<file path="config.mk">
export PLATFORM = sky130hd
export DESIGN_NAME = i2c_bitbang_master
export DESIGN_NICKNAME = d
export VERILOG_FILES = /design/src/rtl/core/i2cbb_pkg.sv /design/src/rtl/core/i2c_bitbang_master.sv /design/src/rtl/core/i2cbb_front.sv /design/src/rtl/core/i2cbb_engine.sv
export SDC_FILE = /design/constraint.sdc
export NUM_CORES = 1
export LEC_CHECK = 0
export BUFFER_PORTS_ARGS = -buffer_cell sky130_fd_sc_hd__buf_2
export CORE_ASPECT_RATIO = 1.1
export CORE_MARGIN = 2
export CORE_UTILIZATION = 65
export DETAILED_ROUTE_END_ITERATION = 12
export GPL_ROUTABILITY_DRIVEN = 0
export PLACE_DENSITY = 0.85
export SYNTH_ARGS = -nofsm -noshare
export SYNTH_HDL_FRONTEND = slang
export SYNTH_SLANG_ARGS = --single-unit
</file>
<file path="constraint.sdc">
create_clock -name aclk -period 10.09 [get_ports aclk]
set_input_delay 2.018 -clock aclk [delete_from_list [all_inputs] [get_ports aclk]]
set_output_delay 2.018 -clock aclk [all_outputs]
set_load 0.03 [all_outputs]
</file>
<file path="src/rtl/core/i2cbb_pkg.sv">
// Shared types and constants for the I2C byte master.
package i2cbb_pkg;

    localparam int UNIT_W      = 16;
    localparam int RETRY_W     = 8;
    localparam int BYTE_W      = 8;
    localparam int CFG_INDEX_W = 2;
    localparam int DELAY_W     = 19;

    localparam logic [UNIT_W-1:0]      UNIT_TICKS_RESET  = 16'd300;
    localparam logic [RETRY_W-1:0]     ACK_RETRIES_RESET = 8'd10;
    localparam logic [CFG_INDEX_W-1:0] CFG_UNIT_TICKS    = 2'd0;
    localparam logic [CFG_INDEX_W-1:0] CFG_ACK_RETRIES   = 2'd1;

    localparam logic [1:0] CMD_CODE_READ  = 2'd1;
    localparam logic [1:0] CMD_CODE_WRITE = 2'd2;

    typedef enum logic [1:0] {
        KIND_NONE,
        KIND_READ,
        KIND_WRITE
    } cmd_kind_t;

    typedef struct packed {
        cmd_kind_t          kind;
        logic [BYTE_W-1:0]  device_addr;
        logic [BYTE_W-1:0]  register_addr;
        logic [BYTE_W-1:0]  write_data;
        logic               sda_in;
    } tick_word_t;

    typedef enum logic [4:0] {
        PH_IDLE, PH_ST0, PH_ST1, PH_ST2, PH_ST3, PH_ST4,
        PH_TXB, PH_TXH, PH_TXL,
        PH_AREL, PH_AHI, PH_ASMP, PH_AGIVE,
        PH_RREL, PH_RHI, PH_RSMP, PH_RLO,
        PH_NHI, PH_NLO,
        PH_SP0, PH_SP1, PH_SP2, PH_SP3, PH_SP4,
        PH_ENDOK, PH_ABORT
    } phase_t;

endpackage

</file>
<file path="src/rtl/core/i2c_bitbang_master.sv">
// I2C byte master: one bus tick per input word, one status word out per tick.
//
// Input channel (s_*): one word per bus tick carrying an optional command
// (read or write one byte), the addresses, the write byte and the sampled SDA.
// Output channel (m_*): one word per input word with the SCL/SDA levels, the
// SDA drive enable, busy/done/ack_fail status and the last byte read.
// Configuration channel (cfg_*): index 0 sets unit_ticks, index 1 sets
// ack_retries; write only while no command is in progress. cfg_ready is
// always high.
// Throughput: one word per cycle when the output slot is free. Each accepted
// word is written into the two-entry input queue, then registered into the
// sequencer, which retires one word per cycle while the output slot is free.
// A stalled receiver holds the output word; the queue fills and s_ready drops
// after two more words. Reset empties the queue, drops m_valid, returns the
// lines to SCL high, SDA released and restores the default configuration.
module i2c_bitbang_master (
    input  logic                              aclk,
    input  logic                              aresetn,
    input  logic                              cfg_valid,
    output logic                              cfg_ready,
    input  logic [i2cbb_pkg::CFG_INDEX_W-1:0] cfg_index,
    input  logic [i2cbb_pkg::UNIT_W-1:0]      cfg_data,
    input  logic                              s_valid,
    output logic                              s_ready,
    input  logic [1:0]                        s_command,
    input  logic [i2cbb_pkg::BYTE_W-1:0]      s_device_addr,
    input  logic [i2cbb_pkg::BYTE_W-1:0]      s_register_addr,
    input  logic [i2cbb_pkg::BYTE_W-1:0]      s_write_data,
    input  logic                              s_sda_in,
    output logic                              m_valid,
    input  logic                              m_ready,
    output logic                              m_scl_out,
    output logic                              m_sda_out,
    output logic                              m_sda_drive,
    output logic                              m_busy_res,
    output logic                              m_done_res,
    output logic                              m_ack_fail,
    output logic [i2cbb_pkg::BYTE_W-1:0]      m_read_data
);
    import i2cbb_pkg::*;

    logic       q_valid;
    logic       q_pop;
    tick_word_t q_word;

    i2cbb_front u_front (
        .aclk            (aclk),
        .aresetn         (aresetn),
        .s_valid         (s_valid),
        .s_ready         (s_ready),
        .s_command       (s_command),
        .s_device_addr   (s_device_addr),
        .s_register_addr (s_register_addr),
        .s_write_data    (s_write_data),
        .s_sda_in        (s_sda_in),
        .q_valid         (q_valid),
        .q_word          (q_word),
        .q_pop           (q_pop)
    );

    i2cbb_engine u_engine (
        .aclk        (aclk),
        .aresetn     (aresetn),
        .cfg_valid   (cfg_valid),
        .cfg_ready   (cfg_ready),
        .cfg_index   (cfg_index),
        .cfg_data    (cfg_data),
        .q_valid     (q_valid),
        .q_word      (q_word),
        .q_pop       (q_pop),
        .m_valid     (m_valid),
        .m_ready     (m_ready),
        .m_scl_out   (m_scl_out),
        .m_sda_out   (m_sda_out),
        .m_sda_drive (m_sda_drive),
        .m_busy_res  (m_busy_res),
        .m_done_res  (m_done_res),
        .m_ack_fail  (m_ack_fail),
        .m_read_data (m_read_data)
    );

endmodule

</file>
<file path="src/rtl/core/i2cbb_front.sv">
// Front end: accepts tick words, decodes the command and queues them.
module i2cbb_front (
    input  logic                     aclk,
    input  logic                     aresetn,
    input  logic                     s_valid,
    output logic                     s_ready,
    input  logic [1:0]               s_command,
    input  logic [i2cbb_pkg::BYTE_W-1:0] s_device_addr,
    input  logic [i2cbb_pkg::BYTE_W-1:0] s_register_addr,
    input  logic [i2cbb_pkg::BYTE_W-1:0] s_write_data,
    input  logic                     s_sda_in,
    output logic                     q_valid,
    output i2cbb_pkg::tick_word_t    q_word,
    input  logic                     q_pop
);
    import i2cbb_pkg::*;

    tick_word_t slot_reg [2];
    tick_word_t in_word;
    logic       wr_ptr_reg, wr_ptr_next;
    logic       rd_ptr_reg, rd_ptr_next;
    logic [1:0] count_reg, count_next;
    logic       push;
    logic       pop;

    always_comb begin
        case (s_command)
            CMD_CODE_READ:  in_word.kind = KIND_READ;
            CMD_CODE_WRITE: in_word.kind = KIND_WRITE;
            default:        in_word.kind = KIND_NONE;
        endcase
        in_word.device_addr   = s_device_addr;
        in_word.register_addr = s_register_addr;
        in_word.write_data    = s_write_data;
        in_word.sda_in        = s_sda_in;
    end

    assign s_ready = (count_reg != 2'd2);
    assign q_valid = (count_reg != 2'd0);
    assign q_word  = slot_reg[rd_ptr_reg];
    assign push    = s_valid && s_ready;
    assign pop     = q_pop && q_valid;

    always_comb begin
        wr_ptr_next = push ? ~wr_ptr_reg : wr_ptr_reg;
        rd_ptr_next = pop ? ~rd_ptr_reg : rd_ptr_reg;
        count_next  = count_reg;
        if (push && !pop) begin
            count_next = count_reg + 2'd1;
        end else if (pop && !push) begin
            count_next = count_reg - 2'd1;
        end
    end

    always_ff @(posedge aclk) begin
        if (!aresetn) begin
            wr_ptr_reg <= 1'b0;
            rd_ptr_reg <= 1'b0;
            count_reg  <= 2'd0;
        end else begin
            wr_ptr_reg <= wr_ptr_next;
            rd_ptr_reg <= rd_ptr_next;
            count_reg  <= count_next;
        end
    end

    always_ff @(posedge aclk) begin
        if (push) begin
            slot_reg[wr_ptr_reg] <= in_word;
        end
    end

endmodule

</file>
<file path="src/rtl/core/i2cbb_engine.sv">
// Back end: bus sequencer, one tick word per unstalled cycle, holds the result word.
module i2cbb_engine (
    input  logic                              aclk,
    input  logic                              aresetn,
    input  logic                              cfg_valid,
    output logic                              cfg_ready,
    input  logic [i2cbb_pkg::CFG_INDEX_W-1:0] cfg_index,
    input  logic [i2cbb_pkg::UNIT_W-1:0]      cfg_data,
    input  logic                              q_valid,
    input  i2cbb_pkg::tick_word_t             q_word,
    output logic                              q_pop,
    output logic                              m_valid,
    input  logic                              m_ready,
    output logic                              m_scl_out,
    output logic                              m_sda_out,
    output logic                              m_sda_drive,
    output logic                              m_busy_res,
    output logic                              m_done_res,
    output logic                              m_ack_fail,
    output logic [i2cbb_pkg::BYTE_W-1:0]      m_read_data
);
    import i2cbb_pkg::*;

    logic [UNIT_W-1:0]  unit_reg;
    logic [RETRY_W-1:0] retries_reg;

    phase_t             phase_reg, phase_next;
    logic [2:0]         bit_reg, bit_next;
    logic [DELAY_W-1:0] delay_reg, delay_next;
    logic [RETRY_W-1:0] poll_reg, poll_next;
    logic [BYTE_W-1:0]  shift_reg, shift_next;
    logic [BYTE_W-1:0]  dev_reg, dev_next;
    logic [BYTE_W-1:0]  regaddr_reg, regaddr_next;
    logic [BYTE_W-1:0]  data_reg, data_next;
    logic               is_read_reg, is_read_next;
    logic               scl_reg, scl_next;
    logic               sda_reg, sda_next;
    logic               drive_reg, drive_next;
    logic [1:0]         stage_reg, stage_next;
    logic               fail_reg, fail_next;
    logic [BYTE_W-1:0]  last_reg, last_next;
    logic               done_reg, done_next;
    logic               m_valid_reg;

    logic               step_en;
    logic               start;
    logic               run;
    logic               hold_en;
    logic [2:0]         hold_n;
    logic [DELAY_W-1:0] hold_prod;
    logic [DELAY_W-1:0] hold_val;
    phase_t             ack_target;

    assign cfg_ready = 1'b1;
    assign step_en   = q_valid && (!m_valid_reg || m_ready);
    assign q_pop     = step_en;
    assign start     = (phase_reg == PH_IDLE) && (q_word.kind != KIND_NONE);
    assign run       = (phase_reg != PH_IDLE) && (delay_reg == '0);

    assign hold_prod = DELAY_W'(hold_n) * DELAY_W'(unit_reg);
    assign hold_val  = (hold_prod == '0) ? '0 : hold_prod - DELAY_W'(1);

    always_comb begin
        case (stage_reg)
            2'd0:    ack_target = PH_TXB;
            2'd1:    ack_target = is_read_reg ? PH_ST0 : PH_TXB;
            default: ack_target = is_read_reg ? PH_RREL : PH_SP0;
        endcase
    end

    // next phase
    always_comb begin
        phase_next = phase_reg;
        if (phase_reg == PH_IDLE) begin
            if (start) begin
                phase_next = PH_ST1;
            end
        end else if (run) begin
            case (phase_reg)
                PH_ST0:   phase_next = PH_ST1;
                PH_ST1:   phase_next = PH_ST2;
                PH_ST2:   phase_next = PH_ST3;
                PH_ST3:   phase_next = PH_ST4;
                PH_ST4:   phase_next = PH_TXB;
                PH_TXB:   phase_next = PH_TXH;
                PH_TXH:   phase_next = PH_TXL;
                PH_TXL:   phase_next = (bit_reg == 3'd0) ? PH_AREL : PH_TXB;
                PH_AREL:  phase_next = PH_AHI;
                PH_AHI:   phase_next = PH_ASMP;
                PH_ASMP: begin
                    if (!q_word.sda_in) begin
                        phase_next = ack_target;
                    end else if (poll_reg == RETRY_W'(1)) begin
                        phase_next = PH_AGIVE;
                    end
                end
                PH_AGIVE: phase_next = PH_ABORT;
                PH_RREL:  phase_next = PH_RHI;
                PH_RHI:   phase_next = PH_RSMP;
                PH_RSMP:  phase_next = PH_RLO;
                PH_RLO:   phase_next = (bit_reg != 3'd0) ? PH_RHI : PH_NHI;
                PH_NHI:   phase_next = PH_NLO;
                PH_NLO:   phase_next = PH_SP0;
                PH_SP0:   phase_next = PH_SP1;
                PH_SP1:   phase_next = PH_SP2;
                PH_SP2:   phase_next = PH_SP3;
                PH_SP3:   phase_next = PH_SP4;
                PH_SP4:   phase_next = PH_ENDOK;
                default:  phase_next = PH_IDLE;
            endcase
        end
    end

    // line levels, counters and data
    always_comb begin
        bit_next     = bit_reg;
        delay_next   = delay_reg;
        poll_next    = poll_reg;
        shift_next   = shift_reg;
        dev_next     = dev_reg;
        regaddr_next = regaddr_reg;
        data_next    = data_reg;
        is_read_next = is_read_reg;
        scl_next     = scl_reg;
        sda_next     = sda_reg;
        drive_next   = drive_reg;
        stage_next   = stage_reg;
        fail_next    = fail_reg;
        last_next    = last_reg;
        done_next    = 1'b0;
        hold_en      = 1'b0;
        hold_n       = 3'd0;
        if (phase_reg == PH_IDLE) begin
            if (start) begin
                dev_next     = q_word.device_addr;
                regaddr_next = q_word.register_addr;
                data_next    = q_word.write_data;
                is_read_next = (q_word.kind == KIND_READ);
                fail_next    = 1'b0;
                stage_next   = 2'd0;
                bit_next     = 3'd7;
                shift_next   = q_word.device_addr;
                scl_next     = 1'b0;
                drive_next   = 1'b1;
                hold_en      = 1'b1;
                hold_n       = 3'd1;
            end
        end else if (!run) begin
            delay_next = delay_reg - DELAY_W'(1);
        end else begin
            hold_en = 1'b1;
            case (phase_reg)
                PH_ST0: begin
                    scl_next = 1'b0; drive_next = 1'b1; hold_n = 3'd1;
                end
                PH_ST1: begin
                    sda_next = 1'b1; hold_n = 3'd1;
                end
                PH_ST2: begin
                    scl_next = 1'b1; hold_n = 3'd5;
                end
                PH_ST3: begin
                    sda_next = 1'b0; hold_n = 3'd5;
                end
                PH_ST4: begin
                    scl_next = 1'b0; hold_n = 3'd2;
                end
                PH_TXB: begin
                    drive_next = 1'b1; sda_next = shift_reg[bit_reg]; hold_n = 3'd1;
                end
                PH_TXH: begin
                    scl_next = 1'b1; hold_n = 3'd5;
                end
                PH_TXL: begin
                    scl_next = 1'b0; hold_n = 3'd1;
                    if (bit_reg != 3'd0) begin
                        bit_next = bit_reg - 3'd1;
                    end
                end
                PH_AREL: begin
                    sda_next = 1'b1; drive_next = 1'b0; hold_n = 3'd3;
                end
                PH_AHI: begin
                    scl_next = 1'b1; hold_n = 3'd5; poll_next = retries_reg;
                end
                PH_ASMP: begin
                    if (!q_word.sda_in) begin
                        scl_next   = 1'b0;
                        hold_n     = 3'd3;
                        bit_next   = 3'd7;
                        stage_next = stage_reg + 2'd1;
                        if (stage_reg == 2'd0) begin
                            shift_next = regaddr_reg;
                        end else if (stage_reg == 2'd1) begin
                            shift_next = is_read_reg ? dev_reg + BYTE_W'(1) : data_reg;
                        end
                    end else begin
                        hold_n    = 3'd1;
                        poll_next = poll_reg - RETRY_W'(1);
                    end
                end
                PH_AGIVE: begin
                    scl_next = 1'b0; hold_n = 3'd3;
                end
                PH_RREL: begin
                    drive_next = 1'b0; shift_next = '0; hold_n = 3'd5;
                end
                PH_RHI: begin
                    scl_next = 1'b1; hold_n = 3'd3;
                end
                PH_RSMP: begin
                    shift_next = shift_reg | (BYTE_W'(q_word.sda_in) << bit_reg);
                    hold_n     = 3'd3;
                end
                PH_RLO: begin
                    scl_next = 1'b0;
                    if (bit_reg != 3'd0) begin
                        bit_next = bit_reg - 3'd1; hold_n = 3'd5;
                    end else begin
                        drive_next = 1'b1; sda_next = 1'b1; hold_n = 3'd3;
                    end
                end
                PH_NHI: begin
                    scl_next = 1'b1; hold_n = 3'd5;
                end
                PH_NLO: begin
                    scl_next = 1'b0; hold_n = 3'd2;
                end
                PH_SP0: begin
                    scl_next = 1'b0; drive_next = 1'b1; hold_n = 3'd1;
                end
                PH_SP1: begin
                    sda_next = 1'b0; hold_n = 3'd1;
                end
                PH_SP2: begin
                    scl_next = 1'b1; hold_n = 3'd5;
                end
                PH_SP3: begin
                    sda_next = 1'b1; hold_n = 3'd5;
                end
                PH_SP4: begin
                    scl_next = 1'b0; hold_n = 3'd2;
                end
                PH_ENDOK: begin
                    hold_en   = 1'b0;
                    done_next = 1'b1;
                    if (is_read_reg) begin
                        last_next = shift_reg;
                    end
                end
                PH_ABORT: begin
                    hold_en   = 1'b0;
                    done_next = 1'b1;
                    fail_next = 1'b1;
                end
                default: begin
                    hold_en   = 1'b0;
                    done_next = 1'b1;
                end
            endcase
        end
        if (hold_en) begin
            delay_next = hold_val;
        end
    end

    always_ff @(posedge aclk) begin
        if (!aresetn) begin
            unit_reg    <= UNIT_TICKS_RESET;
            retries_reg <= ACK_RETRIES_RESET;
        end else if (cfg_valid) begin
            if (cfg_index == CFG_UNIT_TICKS) begin
                unit_reg <= cfg_data;
            end else if (cfg_index == CFG_ACK_RETRIES) begin
                retries_reg <= cfg_data[RETRY_W-1:0];
            end
        end
    end

    always_ff @(posedge aclk) begin
        if (!aresetn) begin
            phase_reg   <= PH_IDLE;
            bit_reg     <= 3'd7;
            delay_reg   <= '0;
            poll_reg    <= '0;
            shift_reg   <= '0;
            dev_reg     <= '0;
            regaddr_reg <= '0;
            data_reg    <= '0;
            is_read_reg <= 1'b0;
            scl_reg     <= 1'b1;
            sda_reg     <= 1'b1;
            drive_reg   <= 1'b0;
            stage_reg   <= 2'd0;
            fail_reg    <= 1'b0;
            last_reg    <= '0;
            done_reg    <= 1'b0;
        end else if (step_en) begin
            phase_reg   <= phase_next;
            bit_reg     <= bit_next;
            delay_reg   <= delay_next;
            poll_reg    <= poll_next;
            shift_reg   <= shift_next;
            dev_reg     <= dev_next;
            regaddr_reg <= regaddr_next;
            data_reg    <= data_next;
            is_read_reg <= is_read_next;
            scl_reg     <= scl_next;
            sda_reg     <= sda_next;
            drive_reg   <= drive_next;
            stage_reg   <= stage_next;
            fail_reg    <= fail_next;
            last_reg    <= last_next;
            done_reg    <= done_next;
        end
    end

    always_ff @(posedge aclk) begin
        if (!aresetn) begin
            m_valid_reg <= 1'b0;
        end else if (step_en) begin
            m_valid_reg <= 1'b1;
        end else if (m_ready) begin
            m_valid_reg <= 1'b0;
        end
    end

    // state registers only move on step_en, so they double as the result word
    assign m_valid     = m_valid_reg;
    assign m_scl_out   = scl_reg;
    assign m_sda_out   = sda_reg;
    assign m_sda_drive = drive_reg;
    assign m_busy_res  = (phase_reg != PH_IDLE);
    assign m_done_res  = done_reg;
    assign m_ack_fail  = fail_reg;
    assign m_read_data = last_reg;

endmodule
</file>
==> impl_metrics.toml <==
[run_status]
status = "finished clean"

[timing]
finalCritPeriodShare_pct = 66.41
slew_headroom_pct = 14.66
tightest_slew_ps = 1270
grt_setup_unrepaired = "false"
timing.fmax_ghz = 0.1492
period_needed_ps = 6701
drv_slew = 0
finalSetupViolations = 0
finalSetupTns_ps = 0
finalHoldViolations = 0
skew_ps = 7.540

[cells_and_area]
drive_gt1_share_pct = 11.82
final_core_util_pct = 72.07
fin_cells = 1389
diodes = 0
n_fill_cell = 1149
fin_nets = 1274
largest_reg_flops = 54
area_growth_pct = 9.301

[route]
drtIter0Drc = 760
dr.pass1.iters = 6
via_count = 8691
final_antenna_net_count = 0
drt-total-wl_um = 23420
wl_per_cell_um = 16.86
vias_per_cell = 6.257
drc = 0

[worst_setup_path]
cp_max_fo = 32
arrival_ps = 6980
crit_type = "reg2reg"
endpoint_kind = "flop"
startpoint_type = "flop"
critPathRequiredTime_ps = 10360

[pwr]
power_w = 0.002833
power.density_nw_per_um2 = 262.1
power.leakage_nw = 4.172
ir_drop_mv = 0.1722

[floorplanning]
start_util_pct = 65.94
core-area_um2 = 15000
rows = 47
die_y_um = 133.4
ios = 67
dieArea_um2 = 16220
die_x_um = 121.6

[logic_synthesis]
synthesis.area_um2 = 9888
ys_types = 84
synth_top_cell_area_share_pct = 22.88
synth-seq-cells = 167
postSynthAreaPerCell_um2 = 8.621
yosysWarnings = 0
yosysMostFrequentCell = "nor2_1"
synth.top_cells.by_count = "nor2_1, nand2_1, dfxtp_1"
syn-num-nets = 1241
yosysSeqAreaShare_pct = 39.28
synth_top_area_cell = "dfxtp_1"
async_flop_share_pct = 0
synth_edf_count = 54
yosys-top-cells-area = "dfxtp_1, edfxtp_1, mux2i_1"
ys.flop_type = "dfxtp_1"
syn_inst = 1147

[clocking]
cts_buffer_depth = 2
cts_htree_levels = 4
cts_setup_buffers = 0
cts_buffers = 17
cts_hold_buf = 0
tritoncts = "yes"
root_buffer = "clkbuf_16"
ctsResizeCount = 0
path_clk_slew_ps = 60
cts_num_sinks = 167
clock_latency_ps = 430

[global_routing]
grtUsageMet3_pct = 5.522
grt_max_degree = 73
grt_use_met1_pct = 35.69
grt_pass1_wl_um = 38850
grt_overflow = 0
grt-busiest-layer = "met2"
antenna_found_initial = 0
grt_util_met2_pct = 51.40
grt_pass1_vias = 8317
track_usage_pct = 29.81

[job]
max_cap_viol_count = 0

[placed_design]
place_inst = 1357
hpwl_um = 16150
numPortBuffers = 65

[worst_hold_path]
min_path_type = "reg2reg"
-- critical path, stage by stage, from the launching register on --
cell and delay [ps]:
dfxtp_1 610, or3_1 510, nor3_2 700, inv_2 310
nand2_1 240, o31ai_1 100, buf_4 200, nand2_1 100
fa_1 420, inv_1 80, ha_1 160, inv_1 50
fa_1 380, nand2b_1 180, a211oi_1 440, nor2_1 120
xnor2_1 200, or3_1 380, nor4b_2 560, a31oi_2 360
nand3_2 310, o22ai_1 120
-- cell type report --
type                    count  area [um^2]  area share [%]
clock buffers              19        432.9           4.006
multi-input cells         868         5558           51.42
inverters                  51        191.4           1.771
clock inverters            13        96.34          0.8914
repair buffers             75        400.4           3.705
well taps                 196        245.2           2.269
flip-flops and latches    167         3884           35.93
-- per-layer routing --
metal | share of wire, % | up-vias
met4 | 3.6 | 0
met3 | 6.4 | 80
met1 | 40 | 4058
li1 | - | 4188
met5 | 0 | -
met2 | 50 | 365
-- worst paths after layout --
check	start	endpoint	slack (ps)	cells after the start
worst max-delay path	u_engine.phase_reg[1]	u_engine.delay_reg[14]	3390	21
worst min register to register	u_engine.m_sda_drive	u_engine.m_sda_drive	450	2
worst min-delay path	u_engine.m_sda_drive	u_engine.m_sda_drive	450	2
worst max register to register	u_engine.phase_reg[1]	u_engine.delay_reg[14]	3390	21
-- metrics by stage --
step	cell area [um^2]	setup slack (ps)	hold slack [ps]
2_1_floorplan	9888	4279	444.9
3_3_place_gp	10280	3686	439.4
3_5_place_dp	10280	3477	445.5
4_1_cts	10810	3454	454.1
5_1_grt	10810	2821	491.7
6_report	10810	3389	451.9
-- cells in the final DEF, fill, tap and decap left out, types with 5 or more instances in the layout --
cell type and instances:
a211oi_1 38, a21boi_0 5, a21o_1 5, a21oi_1 85
a22oi_1 6, a31oi_1 13, and2_1 12, and3_1 5
buf_2 65, buf_4 10, clkbuf_16 17, dfxtp_1 113
edfxtp_1 54, fa_1 15, ha_1 29, inv_1 47
inv_6 6, mux2i_1 54, nand2_1 129, nand2b_1 13
nand3_1 24, nand3b_1 5, nand4_1 6, nor2_1 138
nor2b_1 13, nor3_1 38, nor4_1 12, o21ai_0 60
o21ai_1 6, o221ai_1 5, o22ai_1 16, o31ai_1 5
or2_2 5, or3_1 11, xnor2_1 24, xor2_1 14
-- cell families (layout without fill, tap and decap cells) --
group,Yosys count,in the layout,synth area share [%]
other,1,1,0.03792
XOR/XNOR,38,38,3.366
flip-flops,167,167,39.28
AND/OR/NAND/NOR,444,444,21.47
buffers and inverters,112,158,4.542
AO/OA/AOI/OAI,284,284,18.56
adder cells (fa/ha/maj),44,44,6.706
multiplexers,57,57,6.036
-- power breakdown --
group / switching [W] / total, W / internal [W]
clock network: 0.000272 / 0.000588 / 0.000317
registers: 0.000146 / 0.000993 / 0.000847
logic: 0.000781 / 0.00125 / 0.000470
total: 0.00120 / 0.00283 / 0.00163
Power figures use the tool's default switching activity.
